$ cat config.mk
export PLATFORM = sky130hd
export DESIGN_NAME = msq_ctrl
export DESIGN_NICKNAME = d
export VERILOG_FILES = /design/src/rtl/msq_pkg.sv /design/src/rtl/msq_ctrl.sv
export SDC_FILE = /design/constraint.sdc
export NUM_CORES = 1
export LEC_CHECK = 0
export BUFFER_PORTS_ARGS = -buffer_cell sky130_fd_sc_hd__buf_4
export CAP_MARGIN = 20
export CELL_PAD_IN_SITES_DETAIL_PLACEMENT = 1
export CELL_PAD_IN_SITES_GLOBAL_PLACEMENT = 1
export CORE_AREA = 2 2 39 41
export DETAILED_ROUTE_END_ITERATION = 7
export DIE_AREA = 0 0 41 43
export GPL_TIMING_DRIVEN = 0
export PLACE_DENSITY = 0.8
export RECOVER_POWER = 100
export SLEW_MARGIN = 20
export SYNTH_ARGS = -nofsm -noshare
export SYNTH_HDL_FRONTEND = slang
export SYNTH_SLANG_ARGS = --single-unit
$ cat constraint.sdc
create_clock -name clk_i -period 1.89 [get_ports clk_i]
set_clock_uncertainty 0.1 [all_clocks]
set_input_delay 0.567 -clock clk_i [delete_from_list [all_inputs] [get_ports clk_i]]
set_output_delay 0.567 -clock clk_i [all_outputs]
set_load 0.05 [all_outputs]
$ cat src/rtl/msq_pkg.sv
// msq_pkg: command and status types shared by the min subset xor controller
// and datapath. No dependencies.
package msq_pkg;

  typedef struct packed {
    logic load;      // latch the input item
    logic clear_wr;  // write zero to every row at the sweep address
    logic wr_lo;     // write the lower entry of a value pair
    logic wr_hi;     // write the partner entry of a value pair
    logic wr_row0;   // set the size-one entry of the pushed value
    logic cnt_inc;   // advance the sweep address
    logic query_rd;  // read all rows at the query target
    logic out_load;  // load the result register
  } msq_cmd_t;

  typedef struct packed {
    logic last;  // sweep address at its final value
    logic skip;  // pair already handled from its lower member
    logic full;  // no more positions left
  } msq_status_t;

endpackage

$ cat src/rtl/msq_ctrl.sv
// msq_ctrl: sequencer for clearing, push sweeps and queries.
// Depends on msq_pkg.
module msq_ctrl (
  input  logic                 clk_i,
  input  logic                 rst_ni,
  input  logic                 in_valid_i,
  input  logic                 mode_i,
  output logic                 in_stall_o,
  output logic                 out_valid_o,
  input  logic                 out_stall_i,
  output msq_pkg::msq_cmd_t    cmd_o,
  input  msq_pkg::msq_status_t status_i
);
  import msq_pkg::*;

  typedef enum logic [2:0] {
    S_CLEAR, S_IDLE, S_PRD, S_PWLO, S_PWHI, S_PROW0, S_QRD, S_QEV
  } state_e;

  state_e state_q;
  logic   out_valid_q;
  logic   out_free;

  assign out_free    = !(out_valid_q && out_stall_i);
  assign in_stall_o  = (state_q != S_IDLE);
  assign out_valid_o = out_valid_q;

  always_comb begin
    cmd_o          = '0;
    cmd_o.load     = (state_q == S_IDLE) && in_valid_i;
    cmd_o.clear_wr = (state_q == S_CLEAR);
    cmd_o.wr_lo    = (state_q == S_PWLO);
    cmd_o.wr_hi    = (state_q == S_PWHI);
    cmd_o.wr_row0  = (state_q == S_PROW0);
    cmd_o.cnt_inc  = (state_q == S_CLEAR) || (state_q == S_PWHI) ||
                     ((state_q == S_PRD) && status_i.skip);
    // keep the read address on the target while the result waits
    cmd_o.query_rd = (state_q == S_QRD) || (state_q == S_QEV);
    cmd_o.out_load = (state_q == S_QEV) && out_free;
  end

  always_ff @(posedge clk_i or negedge rst_ni) begin
    if (!rst_ni) begin
      state_q     <= S_CLEAR;
      out_valid_q <= 1'b0;
    end else begin
      if (out_valid_q && !out_stall_i) out_valid_q <= 1'b0;
      unique case (state_q)
        S_CLEAR: if (status_i.last) state_q <= S_IDLE;
        S_IDLE: begin
          if (in_valid_i) begin
            if (mode_i) state_q <= S_QRD;
            else if (!status_i.full) state_q <= S_PRD;
          end
        end
        S_PRD: begin
          if (!status_i.skip) state_q <= S_PWLO;
          else if (status_i.last) state_q <= S_PROW0;
        end
        S_PWLO: state_q <= S_PWHI;
        S_PWHI: state_q <= status_i.last ? S_PROW0 : S_PRD;
        S_PROW0: state_q <= S_IDLE;
        S_QRD: state_q <= S_QEV;
        S_QEV: begin
          if (out_free) begin
            out_valid_q <= 1'b1;
            state_q     <= S_IDLE;
          end
        end
        default: state_q <= S_IDLE;
      endcase
    end
  end

  a_pair_writes: assert property (@(posedge clk_i) disable iff (!rst_ni)
    state_q == S_PWLO |=> state_q == S_PWHI) else $error("pair write split");
  a_no_overwrite: assert property (@(posedge clk_i) disable iff (!rst_ni)
    cmd_o.out_load |-> !(out_valid_q && out_stall_i)) else $error("result overwritten");
  a_result_src: assert property (@(posedge clk_i) disable iff (!rst_ni)
    $rose(out_valid_q) |-> $past(state_q == S_QEV)) else $error("spurious result");

endmodule

==> results of run 1 <==
area by class of cell:
cell class / instances / area, sq um
timing repair buffer: 30 / 284
sequential: 4 / 100
buffer: 3 / 42.5
clock buffer: 3 / 22.5
inverter: 2 / 11.3
multi-input combinational: 33 / 283
fill: 153 / 621
tap: 16 / 20.0
routing by layer:
metal,track usage,wire length (microns),up-vias,part of all wire
met5,0,0,-,0
met4,0.180,83,0,0.044
met3,0.0262,46,9,0.024
met2,0.319,955,16,0.50
met1,0.243,809,240,0.43
li1,-,-,216,-
how the worst min path moves through the flow:
stage | endpoint | slack, ns | cells after the start
after CTS | out_valid_o | 0.44 | 2
final | out_valid_o | 0.45 | 2
after global routing | out_valid_o | 0.48 | 2
after global placement | out_valid_o | 0.26 | 1
after floorplan | out_valid_o | 0.17 | 0
after detailed placement | out_valid_o | 0.26 | 1
sequential cells by signal (all words and copies together), names as in the netlist:
signal,flops
state_q,3
out_valid_o,1
per-stage QoR:
stage	TNS, ns	setup WS, ns	std cells	hold slack [ns]
detailed placement	0	0.0382	75	0.264
CTS	-0.321	-0.0954	88	0.445
global placement	0	0.0440	75	0.262
finish	-0.705	-0.150	91	0.447
floorplan	-0.370	-0.195	42	0.171
global route	-0.930	-0.172	91	0.485
power by group through the flow:
stage / Sequential (mW) / Combinational, mW / Clock (mW)
after floorplan: 0.158 / 0.551 / 0
after global placement: 0.151 / 0.722 / 0
after detailed placement: 0.152 / 0.732 / 0
after CTS: 0.138 / 0.944 / 0.119
after global routing: 0.149 / 1.15 / 0.129
final: 0.148 / 1.10 / 0.119
logic make-up after synthesis:
| group | Yosys count |
|---|---|
| compound gates | 14 |
| flops | 4 |
| simple gates | 19 |
| buf+inv | 5 |
layout by cell type (no fill, tap or decap), types with 2 or more instances in the layout:
master and count:
nand2_1 3, buf_8 3, clkbuf_4 3, buf_4 17
a21oi_4 2, buf_6 8, nor3_4 2, dfrtp_1 4
nor2_1 3, o31ai_1 2, o21ai_0 2
worst register-to-register path, stage by stage (launching register included):
cell and delay [ns]:
dfrtp_1 0.41, or3b_4 0.45, buf_4 0.15, buf_4 0.13, a21oi_4 0.14, a211oi_2 0.08
a211o_1 0.28
repair_timing:
| item | CTS | global route |
|---|---|---|
| pin swaps | 4 | 2 |
| endpoints found under the setup margin | 8 | 9 |
| hold endpoints to repair | 2 | 0 |
| gates resized for setup | 19 | 5 |
| gates cloned | 0 | 1 |
| hold buffers | 1 | 0 |
| buffers inserted | 9 | 2 |
==> results.json, run 1 <==
{
  "netlist_top_cells_area": "dfrtp_1, a21oi_4, a21oi_1",
  "synthSimpleGateAreaFrac": 0.303,
  "clockBufferDepth": 2,
  "synth_fa_ha_area_frac": 0,
  "r2r_cells": 6,
  "viasPerCell": 5.29,
  "setup_slack_ns": -0.150,
  "cp-end-kind": "primary output",
  "cts_tree": "yes",
  "violations": "negative setup slack",
  "port_buffers": 17,
  "grt_start_max_net_pins": 11,
  "grt_pass1_wl_microns": 2390,
  "yosysTopAreaCell": "dfrtp_1",
  "pwr-share-seq": 0.108,
  "cp_num_buf_inv": 1,
  "antenna_cells": 0,
  "cts_buffers": 3,
  "drive_gt1_frac": 0.640,
  "power.share.clock": 0.086,
  "dpl-instance-area_sq_um": 546,
  "synth-seq-cells": 4,
  "max_cap_viol_count": 0,
  "cp_slowest_cell": "or3b_4",
  "drt_wl_total_microns": 1890,
  "synthTopCellsByCount": "dfrtp_1, nor2_1, a21oi_1, nand2_1",
  "slew_headroom": 0.732,
  "rows": 14,
  "cp.depth": 3,
  "p_leak_nw": 0.353,
  "power.switching_uw": 695,
  "ir_drop_uv": 752,
  "reg2reg_from": "state_q[2]",
  "worstSetupStartpointType": "flop",
  "drt_iter0_markers": 2,
  "grt_pass1_vias": 518,
  "power.internal_uw": 676,
  "antenna_found_initial": 0,
  "hold_viol_final": 0,
  "syn_area_per_cell_sq_um": 8.55,
  "cts_root_buffer": "clkbuf_4",
  "grt_overflow": 0,
  "syn_area_sq_um": 359,
  "first_pass_iters": 4,
  "crit_path_end": "cmd_o[7]",
  "grt_usage": 0.210,
  "die_h_microns": 43,
  "core_area_sq_mm": 0.00138,
  "synth-xor-area-share": 0,
  "clock_latency_ns": 0.25,
  "fin_area_sq_um": 763,
  "rr_endpoint": "state_q[1]",
  "ys_async_sr_fraction": 1.00,
  "outcome": "finished, violations left",
  "fmax_ghz": 0.490,
  "synth_edf_count": 0,
  "cts.sinks": 4,
  "cts.clk_slew.worst_paths_ns": 0.04,
  "synthCells": 42,
  "initial_core_util": 0.259,
  "r2r_slack_ns": 0.04,
  "dp_hpwl_microns": 750,
  "post-route-util": 0.552,
  "combinationalPowerShare": 0.805,
  "critPathLaunch": "state_q[2]",
  "h-tree-depth": 1,
  "path_max_fanout": 4,
  "syn-num-nets": 50,
  "arrival_ns": 1.37,
  "netlist-cell-type-count": 27,
  "max_stage_delay_ns": 0.45,
  "rsz0062_at_grt": "yes",
  "synth_ff_type": "dfrtp_1",
  "synth_compound_area_frac": 0.303,
  "max_slew.worst_pin.slew_ns": 0.400,
  "ant_nets": 0,
  "path_class": "flop to primary output",
  "hp-class": "flop to flop",
  "fin_crit_ns": 2.04,
  "synthMuxAreaShare": 0,
  "critical_path.top_delay_family": "simple AND/OR/NAND/NOR gates",
  "required_ns": 1.22,
  "synth_warnings": 0,
  "min_from": "out_valid_o",
  "synth.top_cell.area_share": 0.279,
  "p_total_mw": 1.37,
  "die_width_microns": 41,
  "crit_chain": "or3b_4 > nor2_4 > buf_8",
  "synth_top_family_by_area": "simple AND/OR/NAND/NOR gates",
  "drc": 0,
  "sw_frac_of_total": 0.507,
  "timing.final.crit_share": 1.08,
  "routabilityCongestion": 0.697,
  "p_per_area_mw_per_mm2": 1800,
  "fp.dieArea_sq_mm": 0.00176,
  "fin_nets": 85,
  "final_max_slew_viol_count": 0,
  "vias": 481,
  "wire_per_inst_microns": 20.8,
  "seq_area_frac_synth": 0.279,
  "synthToLayoutAreaGrowth_pct": 113,
  "ios": 18,
  "finalSetupViolations": 9
}
No activity file was read; power rests on OpenSTA's default activity.
==> run 2: changes to the inputs <==
--- a/config.mk
+++ b/config.mk
@@ -15,6 +15,7 @@
 export GPL_TIMING_DRIVEN = 0
 export PLACE_DENSITY = 0.8
 export RECOVER_POWER = 100
+export SETUP_SLACK_MARGIN = 0.2
 export SLEW_MARGIN = 20
 export SYNTH_ARGS = -nofsm -noshare
 export SYNTH_HDL_FRONTEND = slang
==> run 2 against run 1 <==
Compared with the run above:
- the run still ends with negative setup slack left
- register-to-register slack gained 0.15 ns
- total power grew 2.7%
- via count grew 0.21%
- sequential power is essentially flat
- critical path type unchanged
- largest cell class unchanged
- highest routed layer unchanged
==> results.json, run 2 (same netlist as run 1, synthesis figures left out) <==
{
  "outcome": "finished, violations left",
  "violations": "negative setup slack",
  "grt_usage": 0.202,
  "crit_chain": "or3b_4 > nor2_4 > buf_8",
  "wire_per_inst_microns": 19.9,
  "max_cap_viol_count": 0,
  "critical_path.top_delay_family": "simple AND/OR/NAND/NOR gates",
  "timing.final.crit_share": 1.07,
  "rr_endpoint": "state_q[1]",
  "ant_nets": 0,
  "r2r_cells": 5,
  "grt_pass1_wl_microns": 2310,
  "rows": 14,
  "h-tree-depth": 1,
  "grt_pass1_vias": 537,
  "final_max_slew_viol_count": 0,
  "grt_overflow": 0,
  "finalSetupViolations": 9,
  "hold_viol_final": 0,
  "cp_num_buf_inv": 1,
  "grt_start_max_net_pins": 11,
  "hold_slack_ns": 0.0641,
  "die_h_microns": 43,
  "reg2reg_from": "state_q[1]",
  "cts.clk_slew.worst_paths_ns": 0.04,
  "fin_area_sq_um": 808,
  "routabilityCongestion": 0.742,
  "antenna_found_initial": 0,
  "rsz0062_at_grt": "yes",
  "max_flop_register": "state_q",
  "cts_tree": "yes",
  "cts.sinks": 4,
  "p_per_area_mw_per_mm2": 1740,
  "layout_common_cells": "buf_4, buf_6, buf_8, dfrtp_1",
  "largest_register_ffs": 3,
  "hp-class": "input port to async pin",
  "cp-end-kind": "primary output",
  "cp_slowest_cell": "or3b_4",
  "setup_slack_ns": -0.129,
  "drt_wl_total_microns": 1870,
  "required_ns": 1.22,
  "max_stage_delay_ns": 0.46,
  "ios": 18,
  "drc": 0,
  "ir_drop_uv": 829,
  "final_common_cell": "buf_4",
  "cp.depth": 3,
  "fp.dieArea_sq_mm": 0.00176,
  "fmax_ghz": 0.495,
  "drt_iter0_markers": 11,
  "clock_latency_ns": 0.23,
  "cts_root_buffer": "clkbuf_4",
  "dpl-instance-area_sq_um": 586,
  "first_pass_iters": 4,
  "die_width_microns": 41,
  "path_class": "flop to primary output",
  "worstSetupStartpointType": "flop",
  "critPathLaunch": "state_q[1]",
  "vias": 482,
  "path_max_fanout": 3,
  "clockBufferDepth": 2,
  "dp_hpwl_microns": 872,
  "cts_buffers": 3,
  "finalSetupTns_ns": -0.548,
  "arrival_ns": 1.35,
  "p_total_mw": 1.41,
  "core_area_sq_mm": 0.00138,
  "crit_path_end": "cmd_o[7]",
  "fin_crit_ns": 2.02,
  "antenna_cells": 0,
  "initial_core_util": 0.259,
  "port_buffers": 17,
  "slew_headroom": 0.805,
  "max_slew.worst_pin.slew_ns": 0.288,
  "p_leak_nw": 0.374,
  "viasPerCell": 5.13,
  "cts_hold_buffers": 0,
  "r2r_slack_ns": 0.19,
  "fin_nets": 88,
  "synthToLayoutAreaGrowth_pct": 125,
  "drive_gt1_frac": 0.692
}
run 2: cell type report:
cell class,instances,area [sq um]
Buffer,3,42.5
Multi-Input combinational cell,33,308
Timing Repair Buffer,33,304
Inverter,2,11.3
Sequential cell,4,100
Tap cell,16,20.0
Fill cell,146,576
Clock buffer,3,22.5
run 2: stage by stage:
step           setup slack (ns)  utilization  instances
6_report                 -0.129        0.584         94
5_1_grt                  -0.155        0.584         94
4_1_cts                 -0.0701        0.551         90
3_5_place_dp             0.0376        0.423         75
3_3_place_gp             0.0660        0.423         75
2_1_floorplan          -0.00371            -         42
run 2: per-layer routing:
| layer | vias to the layer above | track usage | share of wire |
|---|---|---|---|
| met5 | - | 0 | 0 |
| met4 | 0 | 0.140 | 0.054 |
| met3 | 10 | 0.0157 | 0.024 |
| met2 | 17 | 0.353 | 0.54 |
| met1 | 229 | 0.206 | 0.39 |
| li1 | 226 | - | - |
run 2: repair_timing:
action,CTS,global route
setup endpoints to repair,9,10
resized for setup,17,6
setup buffers,12,4
pin swaps,3,3
run 2: where the power goes:
| group | leakage, nW | switching [mW] | internal, mW | total [mW] |
|---|---|---|---|---|
| clock network | 0.0138 | 0.0333 | 0.0709 | 0.104 |
| registers | 0.0519 | 0.0325 | 0.116 | 0.148 |
| logic | 0.308 | 0.624 | 0.531 | 1.16 |
| total | 0.374 | 0.690 | 0.718 | 1.41 |
run 2: worst min-delay path by stage:
stage	start	end	slack (ns)	cells after the start
after floorplan	rst_ni	out_valid_o	0.17	0
after global placement	rst_ni	out_valid_o	0.26	1
after detailed placement	rst_ni	state_q[0]	0.26	1
after CTS	rst_ni	state_q[0]	0.03	1
after global routing	rst_ni	state_q[0]	0.08	1
final	rst_ni	state_q[0]	0.06	1
==> run 3: changes to the inputs <==
--- a/config.mk
+++ b/config.mk
@@ -13,7 +13,7 @@
 export DETAILED_ROUTE_END_ITERATION = 7
 export DIE_AREA = 0 0 41 43
 export GPL_TIMING_DRIVEN = 0
-export PLACE_DENSITY = 0.8
+export PLACE_DENSITY = 0.77
 export RECOVER_POWER = 100
 export SETUP_SLACK_MARGIN = 0.2
 export SLEW_MARGIN = 20
==> run 3 against run 2 <==
Compared with the run above:
- first-iteration DRC count is 45% lower
- the flow still finishes with violations (negative setup slack)
- clock-buffer cell count is the same
- largest cell class unchanged
- maximum frequency is 0.84% lower
- combinational power is 8% lower
- final cell count shrank 4.3%
- die area unchanged
- critical path depth is the same
- largest power group unchanged
- cell area shrank 3.4%
- total power fell by 5.8%
- sequential share of layout area grew 0.44 points
==> results.json, run 3 (same netlist as run 1, synthesis figures left out) <==
{
  "synthToLayoutAreaGrowth_pct": 117,
  "violations": "negative setup slack",
  "antenna_cells": 0,
  "grt_start_max_net_pins": 11,
  "ant_nets": 0,
  "dp.cells": 75,
  "h-tree-depth": 1,
  "cp-end-kind": "primary output",
  "timing.final.crit_share": 1.08,
  "p_per_area_mw_per_mm2": 1700,
  "post-route-util": 0.564,
  "final_common_cell": "buf_4",
  "die_h_microns": 43,
  "cts_root_buffer": "clkbuf_4",
  "final_max_slew_viol_count": 0,
  "grt_pass1_wl_microns": 2350,
  "hold_viol_final": 0,
  "fmax_ghz": 0.491,
  "viasPerCell": 4.93,
  "wire_per_inst_microns": 18.1,
  "grt_overflow": 0,
  "ir_drop_uv": 775,
  "cts_hold_buffers": 0,
  "fin_nets": 84,
  "fin_crit_ns": 2.04,
  "cts.clk_slew.worst_paths_ns": 0.04,
  "hp-class": "input port to async pin",
  "core_area_sq_mm": 0.00138,
  "die_width_microns": 41,
  "drt_iter0_markers": 6,
  "layout_common_cells": "buf_4, buf_6, dfrtp_1",
  "path_max_fanout": 4,
  "p_total_mw": 1.33,
  "path_class": "flop to primary output",
  "ios": 18,
  "outcome": "finished, violations left",
  "cts_buffers": 3,
  "p_leak_nw": 0.352,
  "largest_register_ffs": 3,
  "drc": 0,
  "clockBufferDepth": 2,
  "required_ns": 1.22,
  "dp_slack_ns": 0.0437,
  "max_cap_viol_count": 0,
  "initial_core_util": 0.259,
  "grt_pass1_vias": 514,
  "slew_headroom": 0.767,
  "vias": 444,
  "stdcell_count": 90,
  "routabilityCongestion": 0.726,
  "drt_wl_total_microns": 1630,
  "critPathLaunch": "state_q[2]",
  "rows": 14,
  "arrival_ns": 1.37,
  "drive_gt1_frac": 0.662,
  "worstSetupStartpointType": "flop",
  "cts.sinks": 4,
  "setup_slack_ns": -0.146,
  "port_buffers": 17,
  "max_slew.worst_pin.slew_ns": 0.344,
  "dp_hpwl_microns": 807,
  "finalSetupViolations": 8,
  "grt_usage": 0.208,
  "reg2reg_from": "state_q[2]",
  "clock_latency_ns": 0.24,
  "rsz0062_at_grt": "yes",
  "fp.dieArea_sq_mm": 0.00176,
  "first_pass_iters": 2,
  "cts_tree": "yes",
  "max_flop_register": "state_q",
  "antenna_found_initial": 0,
  "hold_slack_ns": 0.0383
}
## run 3: path summary, 6_finish.rpt
path	endpoint	cells after the start	slack, ns
max	cmd_o[7]	3	-0.15
min	state_q[0]	1	0.04
min reg2reg	out_valid_o	2	0.56
max in group asynchronous	out_valid_o	1	1.47
max reg2reg	state_q[1]	6	0.27
min in group clk_i	state_q[0]	3	0.51
## run 3: per-stage QoR
stage                     setup TNS [ns]  cell area, sq um
final                             -0.695               781
after global routing              -0.826               781
after CTS                         -0.532               761
after detailed placement               0               586
after global placement                 0               586
after floorplan                 -0.00371               438
## run 3: area by class of cell
cell class | count | area, sq um
fillers | 170 | 603
multi-input cells | 33 | 309
repair buffers | 29 | 275
flip-flops and latches | 4 | 100
plain buffers | 3 | 42.5
clock buffers | 3 | 22.5
well taps | 16 | 20.0
inverters | 2 | 11.3
## run 3: per-layer routing
metal | vias up | track usage | part of all wire
li1 | 215 | - | -
met1 | 215 | 0.214 | 0.38
met2 | 10 | 0.375 | 0.57
met3 | 4 | 0.0105 | 0.022
met4 | 0 | 0.127 | 0.025
met5 | - | 0 | 0
## run 3: what timing repair did
item                       in CTS  in global routing
resized for setup              16                  3
setup endpoints to repair       9                 10
buffers inserted               10                  2
pin swaps                       2                  3
hold endpoints to repair        0                  0
## run 3: worst max-delay path, stage by stage (launching register included)
cell and delay (ns):
dfrtp_1 0.41, or3b_4 0.44, nor2_4 0.12, buf_8 0.15
## run 3: power breakdown
| part | internal [mW] | switching, mW |
|---|---|---|
| logic | 0.473 | 0.593 |
| registers | 0.116 | 0.0326 |
| clock network | 0.0714 | 0.0406 |
